<file path="src/rtl/edf_pkg.sv">
// Shared types and constants for the EDF task table.
// Item layouts, table entry layout, status and operation codes, sequencer states.
// No dependencies.
package edf_pkg;

  localparam int SLOTS = 16;
  localparam int IDX_W = $clog2(SLOTS);
  localparam int CNT_W = $clog2(SLOTS + 1);

  typedef logic [IDX_W-1:0] idx_t;
  typedef logic [CNT_W-1:0] cnt_t;

  localparam logic OP_RELEASE  = 1'b0;
  localparam logic OP_COMPLETE = 1'b1;

  localparam logic [1:0] ST_OK        = 2'd0;
  localparam logic [1:0] ST_FULL      = 2'd1;
  localparam logic [1:0] ST_NOT_FOUND = 2'd2;

  typedef struct packed {
    logic        operation;
    logic [15:0] task_id;
    logic [31:0] deadline;
    logic [31:0] now;
  } in_t;

  typedef struct packed {
    logic [1:0]  status;
    logic        overdue;
    logic [31:0] release_tick;
    logic        running_valid;
    logic [15:0] running_id;
    logic [31:0] running_deadline;
    logic [4:0]  active_count;
    logic [31:0] completed_count;
    logic [31:0] overdue_count;
  } out_t;

  typedef struct packed {
    logic [15:0] id;
    logic [31:0] deadline;
    logic [31:0] released;
  } entry_t;

  typedef enum logic [2:0] {
    S_IDLE,
    S_LOOP,
    S_WRNEW,
    S_HEAD,
    S_RESULT
  } state_t;

endpackage

</file>
<file path="src/rtl/edf_task_table.sv">
// Earliest-deadline-first task table: sorted entry memory walked by a small sequencer.
// Depends on edf_pkg.
//
// Sequence: a release walks down from the tail, moving later deadlines up, and writes the
// new entry; a complete walks up from the head to find and remove the id; a full table, an
// empty-table release or completion skips the walk. Each then reads the head and waits on out_ready.
// Throughput: one item at a time; the entry memory (one read port and one write port, one read, one write a
// cycle) and the one 32-bit comparator bound the walk to one entry a cycle.
// Reset: rst (synchronous) clears the sequencer, the task count, both totals and out_valid;
// entry memory keeps its contents, since only entries below the count are ever used.
module edf_task_table (
  input  logic           clk,
  input  logic           rst,
  input  logic           in_valid,
  output logic           in_ready,
  input  edf_pkg::in_t   in_item,
  output logic           out_valid,
  input  logic           out_ready,
  output edf_pkg::out_t  out_item
);
  import edf_pkg::*;

  // Sequencer and latched item
  state_t      state, state_next;
  in_t         cur;
  idx_t        k, k_next;
  idx_t        last;
  cnt_t        count, count_next;
  logic        found, found_next;
  logic [1:0]  status, status_next;
  logic        late, late_next;
  logic [31:0] rel, rel_next;
  logic [31:0] on_time_tot, on_time_tot_next;
  logic [31:0] late_tot, late_tot_next;
  logic        accept;
  logic        load_out;
  logic        match;

  // Entry memory: one write port, one registered read port
  entry_t      mem [SLOTS];
  idx_t        rd_addr;
  entry_t      rdata;
  logic        we;
  idx_t        wr_addr;
  entry_t      wdata;
  entry_t      new_entry;

  // Shared comparator: deadline ordering on release, lateness on complete
  logic [31:0] cmp_a, cmp_b;
  logic        cmp_gt;

  assign in_ready  = (state == S_IDLE);
  assign accept    = in_valid && in_ready;
  assign load_out  = (state == S_RESULT) && (!out_valid || out_ready);
  assign last      = idx_t'(count - cnt_t'(1));
  assign match     = !found && (rdata.id == cur.task_id);
  assign new_entry = '{id: cur.task_id, deadline: cur.deadline, released: cur.now};

  always_comb begin
    if (cur.operation == OP_RELEASE) begin
      cmp_a = rdata.deadline;
      cmp_b = cur.deadline;
    end else begin
      cmp_a = cur.now;
      cmp_b = rdata.deadline;
    end
    cmp_gt = cmp_a > cmp_b;
  end

  always_ff @(posedge clk) begin
    if (we) begin
      mem[wr_addr] <= wdata;
    end
    rdata <= mem[rd_addr];
  end

  // Next state
  always_comb begin
    state_next = state;
    case (state)
      S_IDLE: begin
        if (accept) begin
          if (in_item.operation == OP_RELEASE) begin
            if (count == cnt_t'(SLOTS)) begin
              state_next = S_HEAD;
            end else if (count == '0) begin
              state_next = S_WRNEW;
            end else begin
              state_next = S_LOOP;
            end
          end else begin
            state_next = (count == '0) ? S_HEAD : S_LOOP;
          end
        end
      end
      S_LOOP: begin
        if (cur.operation == OP_RELEASE) begin
          if (cmp_gt) begin
            state_next = (k == idx_t'(1)) ? S_WRNEW : S_LOOP;
          end else begin
            state_next = S_HEAD;
          end
        end else begin
          state_next = (k == last) ? S_HEAD : S_LOOP;
        end
      end
      S_WRNEW:  state_next = S_HEAD;
      S_HEAD:   state_next = S_RESULT;
      S_RESULT: state_next = load_out ? S_IDLE : S_RESULT;
      default:  state_next = S_IDLE;
    endcase
  end

  // Datapath and memory control
  always_comb begin
    k_next           = k;
    count_next       = count;
    found_next       = found;
    status_next      = status;
    late_next        = late;
    rel_next         = rel;
    on_time_tot_next = on_time_tot;
    late_tot_next    = late_tot;
    rd_addr          = '0;
    we               = 1'b0;
    wr_addr          = k;
    wdata            = rdata;
    case (state)
      S_IDLE: begin
        if (accept) begin
          status_next = ST_OK;
          late_next   = 1'b0;
          rel_next    = '0;
          found_next  = 1'b0;
          k_next      = '0;
          if (in_item.operation == OP_RELEASE) begin
            if (count == cnt_t'(SLOTS)) begin
              status_next = ST_FULL;
            end else if (count != '0) begin
              // walk down from the tail, moving later deadlines up by one
              rd_addr = last;
              k_next  = idx_t'(count);
            end
          end else begin
            if (count == '0) begin
              status_next = ST_NOT_FOUND;
            end
          end
        end
      end
      S_LOOP: begin
        if (cur.operation == OP_RELEASE) begin
          we      = 1'b1;
          wr_addr = k;
          if (cmp_gt) begin
            wdata   = rdata;
            rd_addr = k - idx_t'(2);
            k_next  = k - idx_t'(1);
          end else begin
            wdata      = new_entry;
            count_next = count + cnt_t'(1);
          end
        end else begin
          if (match) begin
            found_next = 1'b1;
            rel_next   = rdata.released;
            late_next  = cmp_gt;
            if (cmp_gt) begin
              late_tot_next = late_tot + 32'd1;
            end else begin
              on_time_tot_next = on_time_tot + 32'd1;
            end
          end else if (found) begin
            // close the gap behind the removed entry
            we      = 1'b1;
            wr_addr = k - idx_t'(1);
            wdata   = rdata;
          end
          if (k == last) begin
            if (found || match) begin
              count_next = count - cnt_t'(1);
            end else begin
              status_next = ST_NOT_FOUND;
            end
          end else begin
            rd_addr = k + idx_t'(1);
            k_next  = k + idx_t'(1);
          end
        end
      end
      S_WRNEW: begin
        we         = 1'b1;
        wr_addr    = k;
        wdata      = new_entry;
        count_next = count + cnt_t'(1);
      end
      S_HEAD: begin
        rd_addr = '0;
      end
      default: begin
      end
    endcase
  end

  always_ff @(posedge clk) begin
    if (rst) begin
      state       <= S_IDLE;
      count       <= '0;
      on_time_tot <= '0;
      late_tot    <= '0;
      out_valid   <= 1'b0;
    end else begin
      state       <= state_next;
      count       <= count_next;
      on_time_tot <= on_time_tot_next;
      late_tot    <= late_tot_next;
      if (load_out) begin
        out_valid <= 1'b1;
      end else if (out_ready) begin
        out_valid <= 1'b0;
      end
    end
  end

  // Payload registers: no reset needed
  always_ff @(posedge clk) begin
    if (accept) begin
      cur <= in_item;
    end
    k      <= k_next;
    found  <= found_next;
    status <= status_next;
    late   <= late_next;
    rel    <= rel_next;
    if (load_out) begin
      out_item.status          <= status;
      out_item.overdue         <= late;
      out_item.release_tick    <= rel;
      out_item.running_valid   <= (count != '0);
      out_item.active_count    <= 5'(count);
      out_item.completed_count <= on_time_tot;
      out_item.overdue_count   <= late_tot;
      if (count != '0) begin
        out_item.running_id       <= rdata.id;
        out_item.running_deadline <= rdata.deadline;
      end else begin
        out_item.running_id       <= '0;
        out_item.running_deadline <= '0;
      end
    end
  end

endmodule

</file>
<file path="config.mk">
export PLATFORM = sky130hd
export DESIGN_NAME = edf_task_table
export DESIGN_NICKNAME = d
export VERILOG_FILES = /design/src/rtl/edf_pkg.sv /design/src/rtl/edf_task_table.sv
export SDC_FILE = /design/constraint.sdc
export NUM_CORES = 2
export LEC_CHECK = 0
export BUFFER_PORTS_ARGS = -buffer_cell sky130_fd_sc_hd__buf_2
export CAP_MARGIN = 20
export CELL_PAD_IN_SITES_DETAIL_PLACEMENT = 0
export CELL_PAD_IN_SITES_GLOBAL_PLACEMENT = 2
export CORE_MARGIN = 8
export CORE_UTILIZATION = 41
export CTS_CLUSTER_SIZE = 25
export DETAILED_ROUTE_END_ITERATION = 8
export GPL_ROUTABILITY_DRIVEN = 0
export GPL_TIMING_DRIVEN = 0
export PLACE_DENSITY_LB_ADDON = 0.05
export SYNTH_ARGS = -nofsm -noshare
export SYNTH_HDL_FRONTEND = slang
export SYNTH_SLANG_ARGS = --single-unit
</file>
<file path="constraint.sdc">
create_clock -name clk -period 8 [get_ports clk]
set_input_delay 1.2 -clock clk [delete_from_list [all_inputs] [get_ports clk]]
set_output_delay 1.2 -clock clk [all_outputs]
set_load 0.05 [all_outputs]
</file>
Word-level counts from Yosys, hierarchy flattened
Memory sizes are Yosys's and may differ from the RTL's. A register that Yosys moved wholly into a read port is not among the register bits.
Cells that the tools add are included.
{"block": "word_totals", "n_memories": 1, "out_inout_bits": 155, "register_bits": 347, "wordCells": 138, "ram_bits": 1280, "input_bits": 85}
{"memory": "mem", "words": 16, "word_bits": 80, "read_ports": 1, "rd_clocked_by_memory_dff": 1, "write_ports": 1, "line": "edf_task_table.sv:40", "text": "entry_t mem [SLOTS];"}
{"block": "op_classes", "n_lt_le_gt_ge": 1, "add_sub_neg": 7, "muxes": 68, "n_eq_ne": 18, "n_reduce_logical": 19, "bitwise": 1}
{"op": "two-way mux 32 bit", "n": 5}
{"op": "two-way mux 80 bit", "n": 2}
{"op": "one-hot mux 80 bit (2 select lines)", "n": 1}
{"op": "two-way mux 4 bit", "n": 18}
{"op": "adder 32 x 1 -> 32 bit (second input constant)", "n": 2}
{"op": "one-hot mux 32 bit (2 select lines)", "n": 1}
{"op": "> comparator 32 bit", "n": 1}
{"op": "two-way mux 2 bit", "n": 12}
{"op": "two-way mux 5 bit", "n": 4}
{"op": "AND reduction 4 bit", "n": 5}
{"op": "equality test 16 bit", "n": 1}
{"op": "one-hot mux 4 bit (2 select lines)", "n": 2}
{"op": "!= test 3 bit (second input constant)", "n": 5}
{"op": "one-hot mux 3 bit (5 select lines)", "n": 1}
{"op": "two-way mux 1 bit", "n": 13}
{"op": "two-way mux 3 bit", "n": 4}
{"op": "one-hot mux 5 bit (2 select lines)", "n": 1}
{"op": "!= test 2 bit (second input constant)", "n": 4}
{"op": "equality test 3 x 2 -> 1 bit (second input constant)", "n": 2}
{"op": "one-hot mux 1 bit (2 select lines)", "n": 3}
{"op": "nonzero test 2 bit", "n": 3}
{"op": "adder 5 x 1 -> 5 bit (second input constant)", "n": 1}
{"op": "equality test 5 bit (second input constant)", "n": 1}
{"op": "logical NOT 5 bit", "n": 1}
{"op": "17 further kinds", "n": 21}

Longest topological paths before layout
{"block": "logic_depth", "word_depth": 7, "depth_mapped": 19, "ltp_nobuf": 12}

Worst setup path before layout
OpenSTA, ideal clock, no wires.
{"block": "synth_timing", "kind": "in2reg", "start": "input out_ready", "end": "register out_item[0] (netlist name), enable pin", "path_slack_ns": -0.289, "n_path_buf": 0, "arrival_ns": 7.621, "setup_ns": 0.668, "t_required_ns": 7.332, "path_stages": 2, "cell_sequence": "nor2b_1 -> nor2_1"}
{"block": "synth_between", "elab_chain_cells": 2}
{"item": "start: declaration", "line": "edf_task_table.sv:18", "text": "input logic out_ready,"}
{"item": "logical OR 1 bit", "line": "edf_task_table.sv:54", "text": "assign load_out = (state == S_RESULT) && (!out_valid || out_ready);"}
{"item": "logical AND 1 bit", "line": "edf_task_table.sv:54"}
{"item": "net load_out", "line": "edf_task_table.sv:36", "text": "logic load_out;"}
{"item": "end: declaration", "line": "edf_task_table.sv:19", "text": "output edf_pkg::out_t out_item"}
The timed path passes the listed nets, and every way through them passes these cells.
A chain may end at the register's enable or synchronous reset.

Worst setup path in the final report
{"block": "layout_timing", "start": "register cur[80] (netlist name)", "end": "register rdata[68] (netlist name)"}
{"block": "layout_between", "elab_chain_cells": 5, "elab_cells_between_ends": 6, "cone_classes": "1 x order compare; 5 x mux"}
{"item": "start: declaration", "line": "edf_task_table.sv:25", "text": "in_t cur;"}
{"item": "start signal: assignment", "line": "edf_task_table.sv:228", "text": "cur <= in_item;"}
{"item": "two-way mux 32 bit", "line": "edf_task_table.sv:60", "text": "if (cur.operation == OP_RELEASE) begin"}
{"item": "> comparator 32 bit", "line": "edf_task_table.sv:67", "text": "cmp_gt = cmp_a > cmp_b;"}
{"item": "two-way mux 4 bit", "line": "edf_task_table.sv:155", "text": "if (cmp_gt) begin"}
{"item": "two-way mux 4 bit (*)", "line": "edf_task_table.sv:152", "text": "if (cur.operation == OP_RELEASE) begin"}
{"item": "one-hot mux 4 bit (2 select lines) (*)", "line": "edf_task_table.sv:128", "text": "case (state)"}
Every way passes the cells marked *; elsewhere a longest branch is shown, timed or not.

==> out/results.txt <==
outcome: finished clean
# port buffers: 238
Period minus WS final: 7710 ps
worst-path maximum fanout: 10
hold path endpoint: out_item[127]
hold slack: 416 ps
Total Wirelength: 216 mm
Area Overhead vs Synth: 16.7%
async set-or-reset flop fraction in the synthesized netlist: 0%
initial DRC count: 3734
Detail Route Antenna Nets: 0
RSZ-0062 raised after global routing: false
Area contributors post-synth: edfxtp_1, nand2_1, dfxtp_1
worst rel slew slack: 26.7%
Req. time, crit path: 8720 ps
CTS Buf Count: 184
Reg2Reg Capture Point: rdata[68]
Avg WL per Cell: 29.1 µm
drt drc: 0
io pins: 240
post-CTS resize count: 1
R2R cell count: 19
CP arrival: 8430 ps
hold path depth: 0
Die X: 418 µm
hold buffers post-CTS: 0
Clk pin slew, worst setup/hold paths: 60 ps
total grt overflow: 0
Finish-stage setup viols: 0
pwr dens: 465 nW/µm²
worst-margin pin slew: 1100 ps
Post-DP HPWL: 151 mm
Fin. Hold Viols: 0
Final TNS setup: 0 ps
Main synth FF type: edfxtp_1
hold_sp: rel[9]
Post-synth EDFFs: 1554
initial antenna violation count: 35
core area: 161000 µm²
die height: 418 µm
Slew Limit Fails: 0
most frequent cells in the layout: edfxtp_1, nand2_1, a21oi_1
Ys Warns: 0
Syn Area/Cell: 14.4 µm²
fmax: 130 MHz
post-synthesis cell type count: 72
Leak: 26.0 nW
Max clock buf depth: 3
clk_lat worst skew: 800 ps
share of cells above drive strength 1: 16.8%
die area: 175000 µm²
R2R Setup Slk: 290 ps
post-synthesis cell area: 66200 µm²
worst r2r src: cur[80]
Root Driver: clkbuf_16
Initial Util: 41.3%
Hold WC Path Type: flip-flop to flip-flop
htree depth: 4
# rows: 147
vias in the first global route: 40200
total global-route track usage: 24.1%
Vias: 40800
#FFs+latches synth: 1707
share of the synthesized area in the top cell type: 70.4%
Syn Nets: 4721
Setup Skew: 27.1 ps
clock sink count: 1707
fin crit share: 96.4%
first-pass iteration count of the detailed router: 5
TritonCTS clock tree: yes
most common cell after layout, fill and taps aside: edfxtp_1
Seq/Total Area, Yosys: 75.1%
postcts setup bufs: 0
max_cap viols: 0
pin count of the biggest net entering global routing: 58
Via density: 5.51
cell taking the most area after synthesis: edfxtp_1
Mapped Cells: 4593
first-pass GRT wire length: 303 mm
CP Capture Type: flip-flop
Crit Path Class: flip-flop to flip-flop
worst IR drop on VDD: 0.000313 V
CP Launch Type: flip-flop
layout net count: 5215
Yosys cell counts, drive strengths merged, types with 7 or more instances:
cell / instances
a22oi: 321
mux2i: 35
inv: 15
clkbuf: 107
or3: 15
nor4: 8
nor2: 98
and3: 14
dfxtp: 153
and4: 7
and2: 90
ha: 43
o21ai: 28
nand4: 16
xor2: 56
a32oi: 160
buf: 187
xnor2: 28
a21oi: 516
mux2: 112
nor3: 17
edfxtp: 1554
nand3: 35
nand2: 930
logic make-up after synthesis:
family | count (synthesis) | share of synthesized area, %
DFF | 1707 | 75.1
and+or+nand+nor | 1248 | 7.98
AOI/OAI and AO/OA | 1053 | 10.2
buffers and inverters | 311 | 2.29
muxes | 147 | 2.43
xor gates and xnor gates | 84 | 1.16
adders and majority gates | 43 | 0.812
worst max path at each step:
stage	from	end	slack, ps	cells after the start
6_report	cur[80]	rdata[68]	290	19
5_1_grt	cur[80]	rdata[68]	150	19
4_1_cts	cur[80]	rdata[68]	260	19
3_5_place_dp	cur[80]	rdata[68]	40	19
3_3_place_gp	state[2]	mem[2][40]	-2310	8
2_1_floorplan	out_ready	out_item[0]	2280	2
cell type report:
cell class | instances | area [µm²]
fill | 14200 | 83200
sequential | 1707 | 49700
multi-input combinational | 2575 | 15100
clock buffer | 248 | 4940
tap | 2160 | 2700
timing repair buffer | 308 | 2580
buffer | 294 | 1450
clock inverter | 93 | 704
inverter | 17 | 67.6
antenna | 7 | 17.5
power breakdown:
part           internal (W)  leakage [nW]  total, W  switching [W]
combinational       0.00370          7.77    0.0136        0.00991
sequential           0.0135          15.4    0.0144       0.000849
clock               0.00452          2.74   0.00802        0.00350
state kept, by name, summed over array words and instances, names as in the netlist, 2 cells and up:
| name | flops |
|---|---|
| late_tot | 32 |
| count | 5 |
| on_time_tot | 32 |
| mem | 1280 |
| k | 4 |
| out_item | 153 |
| rdata | 80 |
| state | 3 |
| rel | 32 |
| status | 2 |
| cur | 81 |
routing by layer:
layer	global-route usage, %	vias up	part of all wire (%)
li1	-	18400	-
met1	32.6	20800	43
met2	40.6	1337	49
met3	3.22	306	5.4
met4	7.30	4	3.2
met5	0	-	0.012
per-stage QoR:
step	cells	worst slack (ps)	utilization [%]	power (W)	instance area [µm²]
after floorplan	4593	2280	-	0.0219	66200
after global routing	7402	148	48.1	0.0376	77300
after global placement	6991	-2310	43.7	0.0281	70100
after CTS	7402	260	48.1	0.0363	77300
final	7409	290	48.2	0.0360	77300
after detailed placement	7061	43.0	44.6	0.0282	71700
critical path, stage by stage, from the launching register on:
cell	delay, ps
edfxtp_1	310
buf_2	220
clkbuf_1	670
buf_1	410
buf_8	240
buf_1	740
mux2i_1	200
ha_1	340
nand4_1	200
nor4_2	640
a21boi_1	500
o41ai_1	190
a21oi_4	500
buf_6	250
a31oi_1	130
nor2_2	700
buf_8	230
clkbuf_1	600
a22oi_1	330
nand2_1	170
Note: power is estimated with default switching activity, not from simulation.
